--- config.mk ---
export PLATFORM = sky130hd
export DESIGN_NAME = bhsd_quad_div
export DESIGN_NICKNAME = d
export VERILOG_FILES = /design/src/rtl/core/bhsd_pkg.sv /design/src/rtl/core/bhsd_quad_div.sv
export SDC_FILE = /design/constraint.sdc
export NUM_CORES = 1
export LEC_CHECK = 0
export BUFFER_PORTS_ARGS = -buffer_cell sky130_fd_sc_hd__buf_2
export CAP_MARGIN = 20
export CORE_MARGIN = 2
export CORE_UTILIZATION = 65
export DETAILED_ROUTE_END_ITERATION = 6
export PLACE_DENSITY = 0.84
export SETUP_SLACK_MARGIN = 0.4
export SLEW_MARGIN = 5
export SYNTH_ARGS = -nofsm -noshare
export SYNTH_HDL_FRONTEND = slang
export SYNTH_SLANG_ARGS = --single-unit
export TNS_END_PERCENT = 50
--- constraint.sdc ---
create_clock -name clk -period 8.9 [get_ports clk]
set_input_delay 0.445 -clock clk [delete_from_list [all_inputs] [get_ports clk]]
set_output_delay 0.445 -clock clk [all_outputs]
set_load 0.03 [all_outputs]
--- src/rtl/core/bhsd_pkg.sv ---
package bhsd_pkg;

    localparam int MAX_WIDTH_DEFAULT   = 4096;
    localparam int SAMPLE_BITS_DEFAULT = 16;

    localparam int FIELD_BITS  = 16;
    localparam int PATTERN_BITS = 32;
    localparam int WIDTH_BITS   = 13;
    localparam int HEIGHT_BITS  = 16;

    localparam logic [PATTERN_BITS-1:0] PATTERN_RESET = 32'h9494_9494;
    localparam logic [WIDTH_BITS-1:0]   WIDTH_RESET   = 13'd4096;
    localparam logic [HEIGHT_BITS-1:0]  HEIGHT_RESET  = 16'd4096;

    typedef enum logic [1:0] {
        CFG_PATTERN = 2'd0,
        CFG_WIDTH   = 2'd1,
        CFG_HEIGHT  = 2'd2
    } cfg_index_t;

    // filter codes in the pattern word
    localparam logic [1:0] CFA_RED  = 2'd0;
    localparam logic [1:0] CFA_BLUE = 2'd2;

    // channel numbers
    localparam logic [1:0] CH_RED   = 2'd0;
    localparam logic [1:0] CH_GREEN = 2'd1;
    localparam logic [1:0] CH_BLUE  = 2'd2;

    typedef struct packed {
        logic valid;
        logic last;
    } bhsd_ctl_t;

endpackage

--- src/rtl/core/bhsd_quad_div.sv ---
module bhsd_quad_div #(
    parameter int SAMPLE_BITS = 16,
    parameter int ENTRY_W     = 3 * (SAMPLE_BITS + 1) + 6
) (
    input  logic                                    clk,
    input  logic                                    rst_n,
    input  logic                                    adv,
    input  bhsd_pkg::bhsd_ctl_t                     s1_ctl,
    input  logic [ENTRY_W-1:0]                      s1_pair,
    input  logic [ENTRY_W-1:0]                      line_entry,
    output logic                                    out_valid,
    output logic [3*bhsd_pkg::FIELD_BITS-1:0]       out_data,
    output logic                                    out_last,
    output logic [1:0]                              out_user
);

    import bhsd_pkg::*;

    localparam int PS_W  = SAMPLE_BITS + 1;
    localparam int SUM_W = SAMPLE_BITS + 2;
    localparam int K     = SUM_W + 1;
    localparam int PR_W  = 2 * SUM_W;
    // floor(x / 3) == (x * RECIP) >> K for every x below 2**SUM_W
    localparam logic [SUM_W-1:0] RECIP = SUM_W'(((64'd1 << K) + 64'd2) / 64'd3);

    logic [2:0][PS_W-1:0]   a_sum;
    logic [2:0][PS_W-1:0]   b_sum;
    logic [2:0][1:0]        a_cnt;
    logic [2:0][1:0]        b_cnt;
    logic [2:0][SUM_W-1:0]  q_sum_next;
    logic [2:0][2:0]        q_cnt_next;
    logic                   missing_next;
    logic                   fail_next;

    logic                   s2_valid_reg;
    logic                   s2_last_reg;
    logic                   s2_missing_reg;
    logic                   s2_failed_reg;
    logic [2:0][SUM_W-1:0]  s2_sum_reg;
    logic [2:0][2:0]        s2_cnt_reg;
    logic                   sticky_reg;

    logic                   s3_valid_reg;
    logic                   s3_last_reg;
    logic                   s3_missing_reg;
    logic                   s3_failed_reg;
    logic [2:0][SUM_W-1:0]  s3_sum_reg;
    logic [2:0][2:0]        s3_cnt_reg;
    logic [2:0][PR_W-1:0]   s3_prod_reg;

    logic [2:0][SAMPLE_BITS-1:0] quot;
    logic [3*FIELD_BITS-1:0]     data_next;

    logic                        out_valid_reg;
    logic                        out_last_reg;
    logic [1:0]                  out_user_reg;
    logic [3*FIELD_BITS-1:0]     out_data_reg;

    always_comb
    begin
        a_sum = s1_pair[3*PS_W-1:0];
        a_cnt = s1_pair[ENTRY_W-1 -: 6];
        b_sum = line_entry[3*PS_W-1:0];
        b_cnt = line_entry[ENTRY_W-1 -: 6];
        missing_next = 1'b0;
        for (int i = 0; i < 3; i++)
        begin
            q_sum_next[i] = SUM_W'(a_sum[i]) + SUM_W'(b_sum[i]);
            q_cnt_next[i] = 3'(a_cnt[i]) + 3'(b_cnt[i]);
            if (q_cnt_next[i] == 3'd0)
            begin
                missing_next = 1'b1;
            end
        end
        fail_next = sticky_reg || missing_next;
    end

    // quad sums, colour counts and the frame failure flag
    always_ff @(posedge clk or negedge rst_n)
    begin
        if (!rst_n)
        begin
            s2_valid_reg <= 1'b0;
            sticky_reg   <= 1'b0;
        end
        else if (adv)
        begin
            s2_valid_reg <= s1_ctl.valid;
            if (s1_ctl.valid)
            begin
                sticky_reg <= s1_ctl.last ? 1'b0 : fail_next;
            end
        end
    end

    always_ff @(posedge clk)
    begin
        if (adv)
        begin
            s2_last_reg    <= s1_ctl.last;
            s2_missing_reg <= missing_next;
            s2_failed_reg  <= s1_ctl.last && fail_next;
            s2_sum_reg     <= q_sum_next;
            s2_cnt_reg     <= q_cnt_next;
        end
    end

    // reciprocal products for a count of three
    always_ff @(posedge clk or negedge rst_n)
    begin
        if (!rst_n)
        begin
            s3_valid_reg <= 1'b0;
        end
        else if (adv)
        begin
            s3_valid_reg <= s2_valid_reg;
        end
    end

    always_ff @(posedge clk)
    begin
        if (adv)
        begin
            s3_last_reg    <= s2_last_reg;
            s3_missing_reg <= s2_missing_reg;
            s3_failed_reg  <= s2_failed_reg;
            s3_sum_reg     <= s2_sum_reg;
            s3_cnt_reg     <= s2_cnt_reg;
            for (int i = 0; i < 3; i++)
            begin
                s3_prod_reg[i] <= PR_W'(s2_sum_reg[i]) * PR_W'(RECIP);
            end
        end
    end

    always_comb
    begin
        for (int i = 0; i < 3; i++)
        begin
            case (s3_cnt_reg[i])
                3'd1:    quot[i] = s3_sum_reg[i][SAMPLE_BITS-1:0];
                3'd2:    quot[i] = s3_sum_reg[i][SAMPLE_BITS:1];
                3'd3:    quot[i] = s3_prod_reg[i][K +: SAMPLE_BITS];
                3'd4:    quot[i] = s3_sum_reg[i][SAMPLE_BITS+1:2];
                default: quot[i] = '0;
            endcase
        end
        data_next = {FIELD_BITS'(quot[2]), FIELD_BITS'(quot[1]), FIELD_BITS'(quot[0])};
    end

    always_ff @(posedge clk or negedge rst_n)
    begin
        if (!rst_n)
        begin
            out_valid_reg <= 1'b0;
        end
        else if (adv)
        begin
            out_valid_reg <= s3_valid_reg;
        end
    end

    always_ff @(posedge clk)
    begin
        if (adv)
        begin
            out_data_reg <= data_next;
            out_last_reg <= s3_last_reg;
            out_user_reg <= {s3_failed_reg, s3_missing_reg};
        end
    end

    assign out_valid = out_valid_reg;
    assign out_data  = out_data_reg;
    assign out_last  = out_last_reg;
    assign out_user  = out_user_reg;

endmodule

=== Word-level counts from Yosys, hierarchy flattened ===
Cells that the tools add are included.

* Register bits after elaboration: 292
* Input port bits: 119
* Output and inout bits: 52

* $add $sub $neg: 6
* $mul: 3
* Eq/ne operators: 12
* Mux-type cells: 7
* Reduce and logical (&&, ||, !) cells: 6

{| class="wikitable"
|+ Operators with widths
! cell !! count
|-
| case mux 16 bit (4 select lines) || 3
|-
| multiplier 18 x 18 -> 35 bit (second input constant) || 3
|-
| adder 17 x 17 -> 18 bit || 3
|-
| == test 3 x 2 -> 1 bit (second input constant) || 6
|-
| adder 2 x 2 -> 3 bit || 3
|-
| == test 3 x 1 -> 1 bit (second input constant) || 3
|-
| == test 3 bit (second input constant) || 3
|-
| logical NOT 3 bit || 3
|-
| 2-to-1 mux 1 bit || 4
|-
| AND reduction 2 bit || 1
|-
| logical AND 1 bit || 1
|-
| logical OR 1 bit || 1
|}

=== Logic depth before layout (Yosys ltp) ===
* Depth in word-level cells: 7
* Gate-level depth with buffers: 20

=== Least setup slack after synthesis ===
OpenSTA, ideal clock, no wires.

* Kind: register to register
* Start point: reg s2_sum_reg[25] (netlist bit)
* End point: reg s3_prod_reg[67] (netlist bit) (data pin)
* Arrival time: 5126 ps
* Data required time: 8761 ps
* Path slack: 3635 ps
* Stages on the path, launching flop included: 20
* Buffers on the path: 1
* Period minus slack after synthesis: 5265 ps
* Cell sequence: edfxtp_1 ha_1 fa_1 inv_1 fa_1 fa_1 inv_1 fa_1 inv_1 fa_1 inv_1 ha_1 buf_6 a21o_1 a21o_1 a21oi_2 o211a_1 a21bo_4 or4b_1 nand4b_1

* Cells in the longest elaborated chain, start to end: 1

{| class="wikitable"
|+ Ends and longest elaborated chain
! what !! line !! RTL
|-
| start: declaration || bhsd_quad_div.sv:39 || <nowiki>logic [2:0][SUM_W-1:0] s2_sum_reg;</nowiki>
|-
| start signal: assignment || bhsd_quad_div.sv:103 || <nowiki>s2_sum_reg <= q_sum_next;</nowiki>
|-
| multiplier 18 x 18 -> 35 bit || bhsd_quad_div.sv:132 || <nowiki>s3_prod_reg[i] <= PR_W'(s2_sum_reg[i]) * PR_W'(RECIP);</nowiki>
|-
| end signal: indexed assignment || bhsd_quad_div.sv:132 ||
|-
| end: declaration || bhsd_quad_div.sv:49 || <nowiki>logic [2:0][PR_W-1:0] s3_prod_reg;</nowiki>
|}

No other way between the ends.
A chain may end at the register's enable or synchronous reset.

=== Final worst setup path ===
* Start point: reg s2_sum_reg[37] (netlist bit)
* End point: reg s3_prod_reg[98] (netlist bit) (data pin)

The elaborated chain is that of the path after synthesis.

==> flow_metrics.tcl <==
set metrics [dict create \
    status "complete, no violations" \
    grt_max_degree 90 \
    r2r-end "s3_prod_reg[98]" \
    num-nets-final 3773 \
    whs_path_depth 1 \
    synthesis.nets 3603 \
    synth_area_per_cell_um2 10.76 \
    cts_buffers 28 \
    drtPass1Iterations 5 \
    die_x_um 212.9 \
    critPathArrivalTime_ns 6.25 \
    cts_tree "yes" \
    crit_fanout 8 \
    yosys.area_share.simple 0.04008 \
    antenna_found_initial 0 \
    reg2regPathDepth 17 \
    core-area_mm2 0.04308 \
    fin_crit_sh 0.6660 \
    post_synth_xor_area_fraction 0.03148 \
    worst_pin_slew_ns 1.090 \
    die_h_um 212.9 \
    post_drt_wl_per_cell_um 18.73 \
    synthCells 2638 \
    io_pins 171 \
    grt_usage 0.2914 \
    cts_sinks 235 \
    seq_area_frac_synth 0.2480 \
    synth_compound_area_frac 0.1026 \
    r2r-start "s2_sum_reg[37]" \
    drt-initial-drc-count 1318 \
    drc_errors 0 \
    vias_per_cell 5.687 \
    drive_gt1_frac 0.08233 \
    fin_tns_setup_ns 0 \
    worstSkewPairLatency_ns 0.59 \
    reg2reg_slack_ns 2.97 \
    die_area_mm2 0.04535 \
    relSlewSlack 0.2720 \
    ant_nets 0 \
    clk_pin_slew_ns 0.06 \
    finalSetupViolations 0 \
    hp-start "s1_ctl[0]" \
    n_antenna_cell 0 \
    area_delta_synth_final_pct 8.444 \
    h-tree-depth 1 \
    synth_seq_cells 235 \
    final-seq-area_mm2 0.007037 \
    synth_top_cell_by_area "edfxtp_1" \
    yosys-top-cells-count "inv_1, ha_1, fa_1" \
    yosysMostFrequentCell "inv_1" \
    muxShareOfSynthArea 0.01856 \
    ctsHoldBuffers 1 \
    critPathLaunchType "register" \
    wl_mm 63.96 \
    ys.flop_type "edfxtp_1" \
    crit_type "reg2reg" \
    skew_ns 0.01475 \
    netlist_area_mm2 0.02838 \
    path_cells "ha_1, xor2_1, ha_1, a21oi_1, fa_1, inv_1, fa_1, fa_1, fa_1, ha_1, a211oi_1, o211ai_1, a2111o_1, a21oi_1, o21bai_1, a31oi_1, xnor2_1" \
    clock_path_buffers 3 \
    finalWeightedCongestion 0.9505 \
    crit_family "adder cells" \
    synth_edf_count 231 \
    cp_data_required_time_ns 9.22 \
    cts_setup_buffers 0 \
    place_area_mm2 0.02985 \
    critPathMaxStageDelay_ns 0.53 \
    grt_pass1_wl_mm 102.5 \
    path_depth 17 \
    synth_top_area_share 0.2444 \
    fmax_ghz 0.1687 \
    synth_cell_types 74 \
    start_util 0.6588 \
    cpMaxStageDelayCell "edfxtp_1" \
    cts_resized 0 \
    multi_input_area_mm2 0.01851 \
    critPathCaptureType "register" \
    yosys_warnings 0 \
    maxCapViolations 0 \
    hold-path-endpoint "s2_last_reg" \
    grt_pass1_vias 20380 \
    synth_top_family_by_area "adder cells" \
    postLayoutCellArea_mm2 0.03077 \
    hold_path_class "in2reg" \
    cpMostUsedCell "fa_1" \
    portBuffers 170 \
    ys_top_cells_by_area "edfxtp_1, fa_1, ha_1" \
    rsz0062_at_grt "false" \
    dp_hpwl_mm 53.81 \
    rows 76 \
    path_buf_inv 1 \
    fill_cells 3148 \
    finalHoldViolCount 0 \
    async_flop_share 0.01702 \
    drv_slew 0 \
    num_vias 19420 \
    cts_root_buf "clkbuf_16" \
    gr-total-overflow 0 \
    period_minus_slack_ns 5.927 \
    synth_fa_ha_area_frac 0.4595 \
]
==> routing by layer <==
layer  track usage  part of all wire
met1        0.3889              0.42
met2        0.4922              0.48
met3       0.04148             0.062
met4       0.09670             0.034
met5             0                 0
==> worst max-delay path by stage <==
stage              startpoint               to  slack [ns]
6_report       s2_sum_reg[37]  s3_prod_reg[98]        2.97
5_1_grt        s2_sum_reg[37]  s3_prod_reg[98]        2.79
4_1_cts        s2_sum_reg[37]  s3_prod_reg[98]        3.08
3_5_place_dp   s2_sum_reg[37]  s3_prod_reg[98]        3.09
3_3_place_gp   s2_sum_reg[37]  s3_prod_reg[99]        3.29
2_1_floorplan  s2_sum_reg[25]  s3_prod_reg[67]        3.63
==> stage by stage <==
stage                     hold slack (ns)  cells  worst slack (ns)  utilization
after global placement             0.2508   3362             3.292       0.6930
final                             0.07976   3415             2.973       0.7144
after CTS                         0.05745   3415             3.082       0.7144
after floorplan                    0.1494   2638             3.635            -
after detailed placement           0.2570   3362             3.089       0.6930
after global routing              0.06501   3415             2.789       0.7144
==> logic make-up (layout without fill, tap and decap cells) <==
kind of cell | after synthesis | count (layout)
compound gates | 435 | 435
xor+xnor | 102 | 102
fa+ha+maj | 846 | 846
buf+inv | 752 | 944
flops | 235 | 235
mux | 52 | 52
simple gates | 216 | 216
==> layout make-up <==
class / count / share of cell area
Timing Repair Buffer: 173 / 0.02879
Multi-Input combinational cell: 1651 / 0.6015
Inverter: 719 / 0.08770
Tap cell: 585 / 0.02379
Clock buffer: 34 / 0.02350
Clock inverter: 18 / 0.006058
Sequential cell: 235 / 0.2287
==> placed cells by master (no fill, tap or decap), types with 46 or more instances in the layout <==
cell	netlist	layout
a21o_1	50	50
a21oi_1	96	96
a22oi_1	46	46
buf_2	0	169
edfxtp_1	231	231
fa_1	327	327
ha_1	519	519
inv_1	719	719
mux2i_1	47	47
o21ai_0	53	53
o22ai_1	46	46
xnor2_1	68	68
Power is left out: the tool's default activity adds up to more than one toggle a clock period on the data nets, which glitch-free logic cannot reach.
