[config.mk]
export PLATFORM = sky130hd
export DESIGN_NAME = bhsd_front
export DESIGN_NICKNAME = d
export VERILOG_FILES = /design/src/rtl/core/bhsd_pkg.sv /design/src/rtl/core/bhsd_front.sv
export SDC_FILE = /design/constraint.sdc
export NUM_CORES = 1
export LEC_CHECK = 0
export ABC_AREA = 0
export BUFFER_PORTS_ARGS = -buffer_cell sky130_fd_sc_hd__buf_2
export CAP_MARGIN = 15
export CORE_MARGIN = 5
export CORE_UTILIZATION = 45
export DETAILED_ROUTE_END_ITERATION = 10
export PLACE_DENSITY = 0.68
export RECOVER_POWER = 50
export SYNTH_ARGS = -nofsm -noshare
export SYNTH_HDL_FRONTEND = slang
export SYNTH_SLANG_ARGS = --single-unit
[constraint.sdc]
create_clock -name clk -period 21.5 [get_ports clk]
set_clock_uncertainty 0.1 [all_clocks]
set_input_delay 4.3 -clock clk [delete_from_list [all_inputs] [get_ports clk]]
set_output_delay 4.3 -clock clk [all_outputs]
set_load 0.03 [all_outputs]
[src/rtl/core/bhsd_pkg.sv]
package bhsd_pkg;

    localparam int MAX_WIDTH_DEFAULT   = 4096;
    localparam int SAMPLE_BITS_DEFAULT = 16;

    localparam int FIELD_BITS  = 16;
    localparam int PATTERN_BITS = 32;
    localparam int WIDTH_BITS   = 13;
    localparam int HEIGHT_BITS  = 16;

    localparam logic [PATTERN_BITS-1:0] PATTERN_RESET = 32'h9494_9494;
    localparam logic [WIDTH_BITS-1:0]   WIDTH_RESET   = 13'd4096;
    localparam logic [HEIGHT_BITS-1:0]  HEIGHT_RESET  = 16'd4096;

    typedef enum logic [1:0] {
        CFG_PATTERN = 2'd0,
        CFG_WIDTH   = 2'd1,
        CFG_HEIGHT  = 2'd2
    } cfg_index_t;

    // filter codes in the pattern word
    localparam logic [1:0] CFA_RED  = 2'd0;
    localparam logic [1:0] CFA_BLUE = 2'd2;

    // channel numbers
    localparam logic [1:0] CH_RED   = 2'd0;
    localparam logic [1:0] CH_GREEN = 2'd1;
    localparam logic [1:0] CH_BLUE  = 2'd2;

    typedef struct packed {
        logic valid;
        logic last;
    } bhsd_ctl_t;

endpackage

[src/rtl/core/bhsd_front.sv]
module bhsd_front #(
    parameter int MAX_WIDTH   = 4096,
    parameter int SAMPLE_BITS = 16,
    parameter int ADDR_W      = $clog2(MAX_WIDTH) - 1,
    parameter int ENTRY_W     = 3 * (SAMPLE_BITS + 1) + 6
) (
    input  logic                                 clk,
    input  logic                                 rst_n,
    input  logic [bhsd_pkg::PATTERN_BITS-1:0]    cfa_pattern,
    input  logic [bhsd_pkg::WIDTH_BITS-1:0]      image_width,
    input  logic [bhsd_pkg::HEIGHT_BITS-1:0]     image_height,
    input  logic                                 accept,
    input  logic                                 adv,
    input  logic [bhsd_pkg::FIELD_BITS-1:0]      red_sample,
    input  logic [bhsd_pkg::FIELD_BITS-1:0]      green_sample,
    input  logic [bhsd_pkg::FIELD_BITS-1:0]      blue_sample,
    output logic                                 mem_we,
    output logic                                 mem_re,
    output logic [ADDR_W-1:0]                    mem_waddr,
    output logic [ADDR_W-1:0]                    mem_raddr,
    output logic [ENTRY_W-1:0]                   mem_wdata,
    output bhsd_pkg::bhsd_ctl_t                  s1_ctl,
    output logic [ENTRY_W-1:0]                   s1_pair
);

    import bhsd_pkg::*;

    localparam int CW   = $clog2(MAX_WIDTH);
    localparam int EW   = CW + 1;
    localparam int GW   = (EW > WIDTH_BITS) ? EW : WIDTH_BITS;
    localparam int PS_W = SAMPLE_BITS + 1;
    localparam int HW   = HEIGHT_BITS;

    logic [CW-1:0]             col_reg;
    logic [HW-1:0]             row_reg;
    logic [2:0][PS_W-1:0]      pair_sum_reg;
    logic [2:0][1:0]           pair_cnt_reg;
    bhsd_ctl_t                 s1_ctl_reg;
    logic [ENTRY_W-1:0]        s1_pair_reg;

    logic [GW-1:0]             w_ext;
    logic [GW-1:0]             max_w;
    logic [GW-1:0]             w_eff;
    logic [GW-1:0]             col_inc;
    logic [HW-1:0]             h_eff;
    logic [HW-1:0]             row_tmp;
    logic [HW-1:0]             row_cur;
    logic [HW-1:0]             row_inc;
    logic [CW-1:0]             col_cur;
    logic                      col_wrap;
    logic                      last;
    logic [3:0]                pos_idx;
    logic [1:0]                color;
    logic [1:0]                ch;
    logic [SAMPLE_BITS-1:0]    sample;
    logic [CW-1:0]             col_next;
    logic [HW-1:0]             row_next;
    logic [2:0][PS_W-1:0]      pair_sum_next;
    logic [2:0][1:0]           pair_cnt_next;
    logic [ENTRY_W-1:0]        pair_entry;
    logic                      s1_valid_next;

    always_comb
    begin
        w_ext = GW'(image_width);
        max_w = GW'(MAX_WIDTH);
        if (w_ext < GW'(2))
        begin
            w_eff = GW'(2);
        end
        else if (w_ext > max_w)
        begin
            w_eff = max_w;
        end
        else
        begin
            w_eff = w_ext;
        end
        h_eff = (image_height < HW'(2)) ? HW'(2) : image_height;

        // wrap a position left behind by a geometry change
        col_wrap = GW'(col_reg) >= w_eff;
        col_cur  = col_wrap ? '0 : col_reg;
        row_tmp  = col_wrap ? row_reg + HW'(1) : row_reg;
        row_cur  = (row_tmp >= h_eff) ? '0 : row_tmp;

        pos_idx = {row_cur[2:0], col_cur[0]};
        color   = cfa_pattern[{pos_idx, 1'b0} +: 2];
        case (color)
            CFA_RED:  ch = CH_RED;
            CFA_BLUE: ch = CH_BLUE;
            default:  ch = CH_GREEN;
        endcase
        case (ch)
            CH_RED:  sample = red_sample[SAMPLE_BITS-1:0];
            CH_BLUE: sample = blue_sample[SAMPLE_BITS-1:0];
            default: sample = green_sample[SAMPLE_BITS-1:0];
        endcase

        for (int i = 0; i < 3; i++)
        begin
            pair_sum_next[i] = col_cur[0] ? pair_sum_reg[i] : '0;
            pair_cnt_next[i] = col_cur[0] ? pair_cnt_reg[i] : '0;
            if (ch == 2'(i))
            begin
                pair_sum_next[i] = pair_sum_next[i] + PS_W'(sample);
                pair_cnt_next[i] = pair_cnt_next[i] + 2'd1;
            end
        end
        pair_entry = {pair_cnt_next, pair_sum_next};

        last = (row_cur == ((h_eff & ~HW'(1)) - HW'(1)))
            && (GW'(col_cur) == ((w_eff & ~GW'(1)) - GW'(1)));

        col_inc = GW'(col_cur) + GW'(1);
        row_inc = row_cur + HW'(1);
        if (col_inc >= w_eff)
        begin
            col_next = '0;
            row_next = (row_inc >= h_eff) ? '0 : row_inc;
        end
        else
        begin
            col_next = col_inc[CW-1:0];
            row_next = row_cur;
        end

        s1_valid_next = accept && col_cur[0] && row_cur[0];
    end

    always_ff @(posedge clk or negedge rst_n)
    begin
        if (!rst_n)
        begin
            col_reg      <= '0;
            row_reg      <= '0;
            pair_sum_reg <= '0;
            pair_cnt_reg <= '0;
            s1_ctl_reg   <= '0;
        end
        else
        begin
            if (accept)
            begin
                col_reg      <= col_next;
                row_reg      <= row_next;
                pair_sum_reg <= pair_sum_next;
                pair_cnt_reg <= pair_cnt_next;
            end
            if (adv)
            begin
                s1_ctl_reg.valid <= s1_valid_next;
                s1_ctl_reg.last  <= last;
            end
        end
    end

    always_ff @(posedge clk)
    begin
        if (adv)
        begin
            s1_pair_reg <= pair_entry;
        end
    end

    assign mem_we    = accept && col_cur[0] && !row_cur[0];
    assign mem_re    = s1_valid_next;
    assign mem_waddr = col_cur[CW-1:1];
    assign mem_raddr = col_cur[CW-1:1];
    assign mem_wdata = pair_entry;
    assign s1_ctl    = s1_ctl_reg;
    assign s1_pair   = s1_pair_reg;

endmodule

* Yosys cells after proc, flatten, opt, wreduce, memory -nomap -nowiden
Index checks and enable logic that the tools add are counted.
** Word-level totals
- Output and inout bits :: 140
- Bits of input ports :: 113
- Register bits after elaboration :: 144
- Word-level logic and storage cells :: 65
** Cells by class
- Multiplexer cells :: 23
- Eq/ne operators :: 5
- Shift operators :: 1
- Magnitude comparators :: 7
- Reduce and logical (&&, ||, !) cells :: 7
- Add/sub/neg operators :: 11
** Operators by type and width (count)
- $mux W17 :: 6
- $mux W16 :: 5
- $add A17 B16 Y17 :: 3
- $add A16 B1 Y16 const B :: 2
- $ge A16 B16 Y1 :: 2
- $pmux W16 S2 :: 1
- $shiftx A32 B6 Y2 :: 1
- $mux W13 :: 2
- $mux W12 :: 2
- $eq A16 B16 Y1 :: 1
- $lt A16 B2 Y1 const B :: 1
- $sub A16 B1 Y16 const B :: 1
- $add A12 B1 Y13 const B :: 1
- $eq A12 B13 Y1 :: 1
- $ge A12 B13 Y1 :: 1
- $ge A13 B13 Y1 :: 1
- $gt A13 B13 Y1 const B :: 1
- $lt A13 B2 Y1 const B :: 1
- $sub A13 B1 Y13 const B :: 1
- $mux W2 :: 6
- $add A2 B1 Y2 const B :: 3
- $eq A2 B2 Y1 const B :: 2
- $logic_and A1 B1 Y1 :: 4
- $logic_not A2 Y1 :: 2
- 3 further kinds :: 3

* Logic depth before layout (Yosys ltp)
- Word-level depth :: 14
- Mapped depth :: 40
- Depth with buffers taken out :: 38

* Worst setup path after synthesis
No wires, ideal clock.
- Kind :: input to output
- Start :: input port image_width[3] (netlist name)
- End :: output port mem_wdata[29]
- Slack :: 3.994 ns
- Data arrival time :: 13.106 ns
- Required time :: 17.100 ns
- Path buffers :: 4
- Stages on the path :: 39
- Path through :: nor4_1 nor3b_1 nand2_1 o31ai_1 clkbuf_1 nand2_1 ha_1 and4_1 and4_1 o21ai_0 nand3_1 nand4_1 nor2_1 nand3_1 xnor2_1 ha_1 a21oi_1 o21ai_0 [... 3 more ...] o211ai_1 o211ai_1 o211a_1 buf_2 buf_1 mux2i_1 o21ai_0 ha_1 ha_1 inv_1 o31ai_1 o211ai_1 o31ai_1 a2111oi_2 nor3_2 nor4_1 xor2_1 o21ai_0
** Between the ends
- Cells in the longest elaborated chain, start to end :: 14
- Elaborated cells between the ends (all ways) :: 20
- Those cells by class :: add/sub: 1; order compare: 4; eq/ne: 3; shift: 1; mux: 9; reduce/logical: 2
** Ends and longest elaborated chain
- start: declaration :: RTL line bhsd_front.sv:10 : input logic [bhsd_pkg::WIDTH_BITS-1:0] image_width,
- $gt A13 B13 Y1 :: RTL line bhsd_front.sv:71 : else if (w_ext > max_w)
- $mux W13 :: RTL line bhsd_front.sv:71
- $mux W13 (*) :: RTL line bhsd_front.sv:67 : if (w_ext < GW'(2))
- $ge A12 B13 Y1 (*) :: RTL line bhsd_front.sv:82 : col_wrap = GW'(col_reg) >= w_eff;
- $mux W16 :: RTL line bhsd_front.sv:84 : row_tmp = col_wrap ? row_reg + HW'(1) : row_reg;
- $ge A16 B16 Y1 :: RTL line bhsd_front.sv:85 : row_cur = (row_tmp >= h_eff) ? '0 : row_tmp;
- $mux W16 :: RTL line bhsd_front.sv:85
- $shiftx A32 B6 Y2 :: RTL line bhsd_front.sv:88 : color = cfa_pattern[{pos_idx, 1'b0} +: 2];
- $eq A2 B2 Y1 / $logic_not A2 Y1 (equally long branches) :: RTL line bhsd_front.sv:89 : case (color)
- $pmux W2 S2 :: RTL line bhsd_front.sv:89
- $eq A2 B2 Y1 / $logic_not A2 Y1 (equally long branches) :: RTL line bhsd_front.sv:94 : case (ch)
- $pmux W16 S2 :: RTL line bhsd_front.sv:94
- $add A17 B16 Y17 :: RTL line bhsd_front.sv:106 : pair_sum_next[i] = pair_sum_next[i] + PS_W'(sample);
- $mux W17 (*) :: RTL line bhsd_front.sv:104 : if (ch == 2'(i))
- end: declaration :: RTL line bhsd_front.sv:21 : output logic [ENTRY_W-1:0] mem_wdata,
Every way passes the cells marked *; elsewhere a longest branch is shown, timed or not.

* Worst setup path in the final report
- Start :: input port image_width[5] (netlist name)
- End :: output port mem_wdata[31]
The elaborated chain is that of the path after synthesis.

==> out/qor.yml <==
reg2reg_slack_ns: 11.70
criticalPathCategory: "in2out"
seqCellArea_um2: 3890
yosys.area_share.simple_pct: 19.5
drv_slew: 152
fmax_mhz: 50.6
cts_setup_buffers: 0
maxCapViolations: 5
syn_nets: 1661
crit_slowest_cell: "o31a_1"
status: "finished with violations"
violations: "capacitance limit, slew limit"
routed_wl_um: 38300
ys_warn_count: 0
tightest_slew_ns: 3.43
first_pass_iters: 5
finish.utilization_pct: 52.8
grt_pass1_wl_um: 61100
ios: 253
grt_overflow: 0
synthTopCellsByArea: "dfrtp_1 (17%), edfxtp_1 (14%), ha_1 (10%)"
syn_area_per_cell_um2: 8.71
postCtsHoldBufs: 0
cp-end-kind: "output port"
synthFlopType: "dfrtp_1"
synth_cell_type_count: 89
synth_area_um2: 12600
yosysMostFrequentCell: "nand2_1"
synth_compound_gate_area_share_pct: 18.6
crit_required_ns: 17.10
drt_iter0_drc: 809
synthMuxAreaShare_pct: 6.45
start_util_pct: 45.4
synthXorXnorAreaFrac_pct: 9.05
die_w_um: 177
timing.critical_path.from: "image_width[5]"
clkTransAtPathRegs_ns: 0.07
multi_input_area_um2: 8060
synth_edf_count: 57
place_hpwl_um: 29500
setup_slack_ns: 1.72
synthArstFlopShare_pct: 60.4
drive_above_1_share_pct: 17.9
area_growth_pct: 16.3
setup_tns_ns: 0
io_buffer_count: 252
synth_top_family_by_area: "simple AND/OR/NAND/NOR gates"
rsz0062_at_grt: "false"
finalSetupViolations: 0
min-delay-start: "pair_sum_reg[15]"
ys_seq_area_share_pct: 30.9
cts_num_sinks: 144
hp-class: "reg2reg"
vias: 11711
hold_end: "pair_sum_reg[15]"
postRouteAntennaNets: 0
maxSlewHeadroom_pct: -129
r2r_cells: 30
worstReg2RegStart: "col_reg[0]"
clk_latency_ns: 0.44
design.core.area_um2: 27700
largest_reg_flops: 57
clockBufferDepth: 2
row_count: 61
ctsRootBufferMaster: "clkbuf_16"
arrival_ns: 15.38
grt.total_usage_pct: 24.2
post_cts_resized: 0
cts_max_level: 4
netlist.area_leader.share_pct: 17.3
holdPathStages: 2
hold_ws_ns: 0.381
yosysTopAreaCell: "dfrtp_1"
via_per_inst: 5.71
layout.nets: 1876
wire_per_inst_um: 18.7
synthAdderAreaFrac_pct: 10.6
ys_ff_latch: 144
die-area_um2: 31400
gp_congestion: 0.969
synthTopCellsByCount: "nand2_1 (167), ha_1 (104), xnor2_1 (98), nor2_1 (94), o21ai_0 (91)"
drc: 0
grt_antenna_before_repair: 2
cts_tree: "built"
first_global_vias: 11516
crit_fanout: 21
die_h_um: 177
r2r-end: "s1_pair[33]"
cpPeakStageDelay_ns: 0.69
preCtsSetupSlack_ns: 2.46
synthCells: 1444
fin_crit_sh_pct: 92.0
finalCriticalPeriod_ns: 19.78
cts_buffers: 17
final.fill_count: 2675
grt_max_degree: 71
critPathLaunchType: "primary input"
final-hold-violation-count: 0
cell usage in the layout, fill, tap and decap left out, drive strengths merged, types with 7 or more instances in the layout:
cell type,n
nand2,168
a22oi,13
nand3,53
and3,17
nor2b,12
nand4,26
xor2,30
dfrtp,87
mux2,40
mux2i,27
nor4,11
a31oi,17
nand2b,7
buf,198
a211oi,13
o211ai,13
nor3b,7
a21o,20
or3,7
o31ai,13
and2,44
edfxtp,57
a21oi,65
ha,104
xnor2,99
nor3,33
clkbuf,86
nor2,95
o21ai,108
inv,83
final cells by class:
| type | instances | area share (%) |
|---|---|---|
| sequential | 144 | 26.6 |
| clock inverter | 13 | 1.17 |
| inverter | 78 | 2.02 |
| antenna | 1 | 0.0171 |
| clock buffer | 19 | 3.18 |
| multi-input combinational | 1153 | 55.1 |
| timing repair buffer | 265 | 8.65 |
| tap | 378 | 3.24 |
metal layers:
layer / GRT usage, % / routed length, um / vias up
li1: - / - / 5680
met1: 33.2 / 17300 / 5574
met2: 38.9 / 17500 / 404
met3: 5.04 / 2740 / 53
met4: 6.38 / 740 / 0
met5: 0 / 0 / -
logic make-up after synthesis:
logic type	Yosys count
and+or+nand+nor	503
buffers and inverters	147
xor gates and xnor gates	129
muxes	71
DFF	144
AOI/OAI and AO/OA	343
adders and majority gates	107
how the worst max path moves through the flow:
stage,endpoint,slack (ns),depth (start not counted)
CTS,mem_wdata[31],2.37,38
detailed placement,mem_wdata[31],2.46,38
global placement,mem_wdata[31],2.80,38
finish,mem_wdata[31],1.72,37
global route,mem_wdata[31],0.67,38
floorplan,mem_wdata[29],3.99,39
metrics by stage:
step,instance area [um^2],cells
finish,14600,2051
global route,14600,2051
CTS,14700,2050
detailed placement,14100,2018
global placement,14100,2018
floorplan,12600,1444
worst max-delay path, delay by kind of cell:
family	cells	cell delay, ns
compound gates	15	5.11
simple gates	10	2.95
mux	2	0.59
buf+inv	5	1.00
xor+xnor	1	0.32
fa+ha+maj	4	1.09
Power is left out: the tool's default activity adds up to more than one toggle a clock period on the data nets, which glitch-free logic cannot reach.
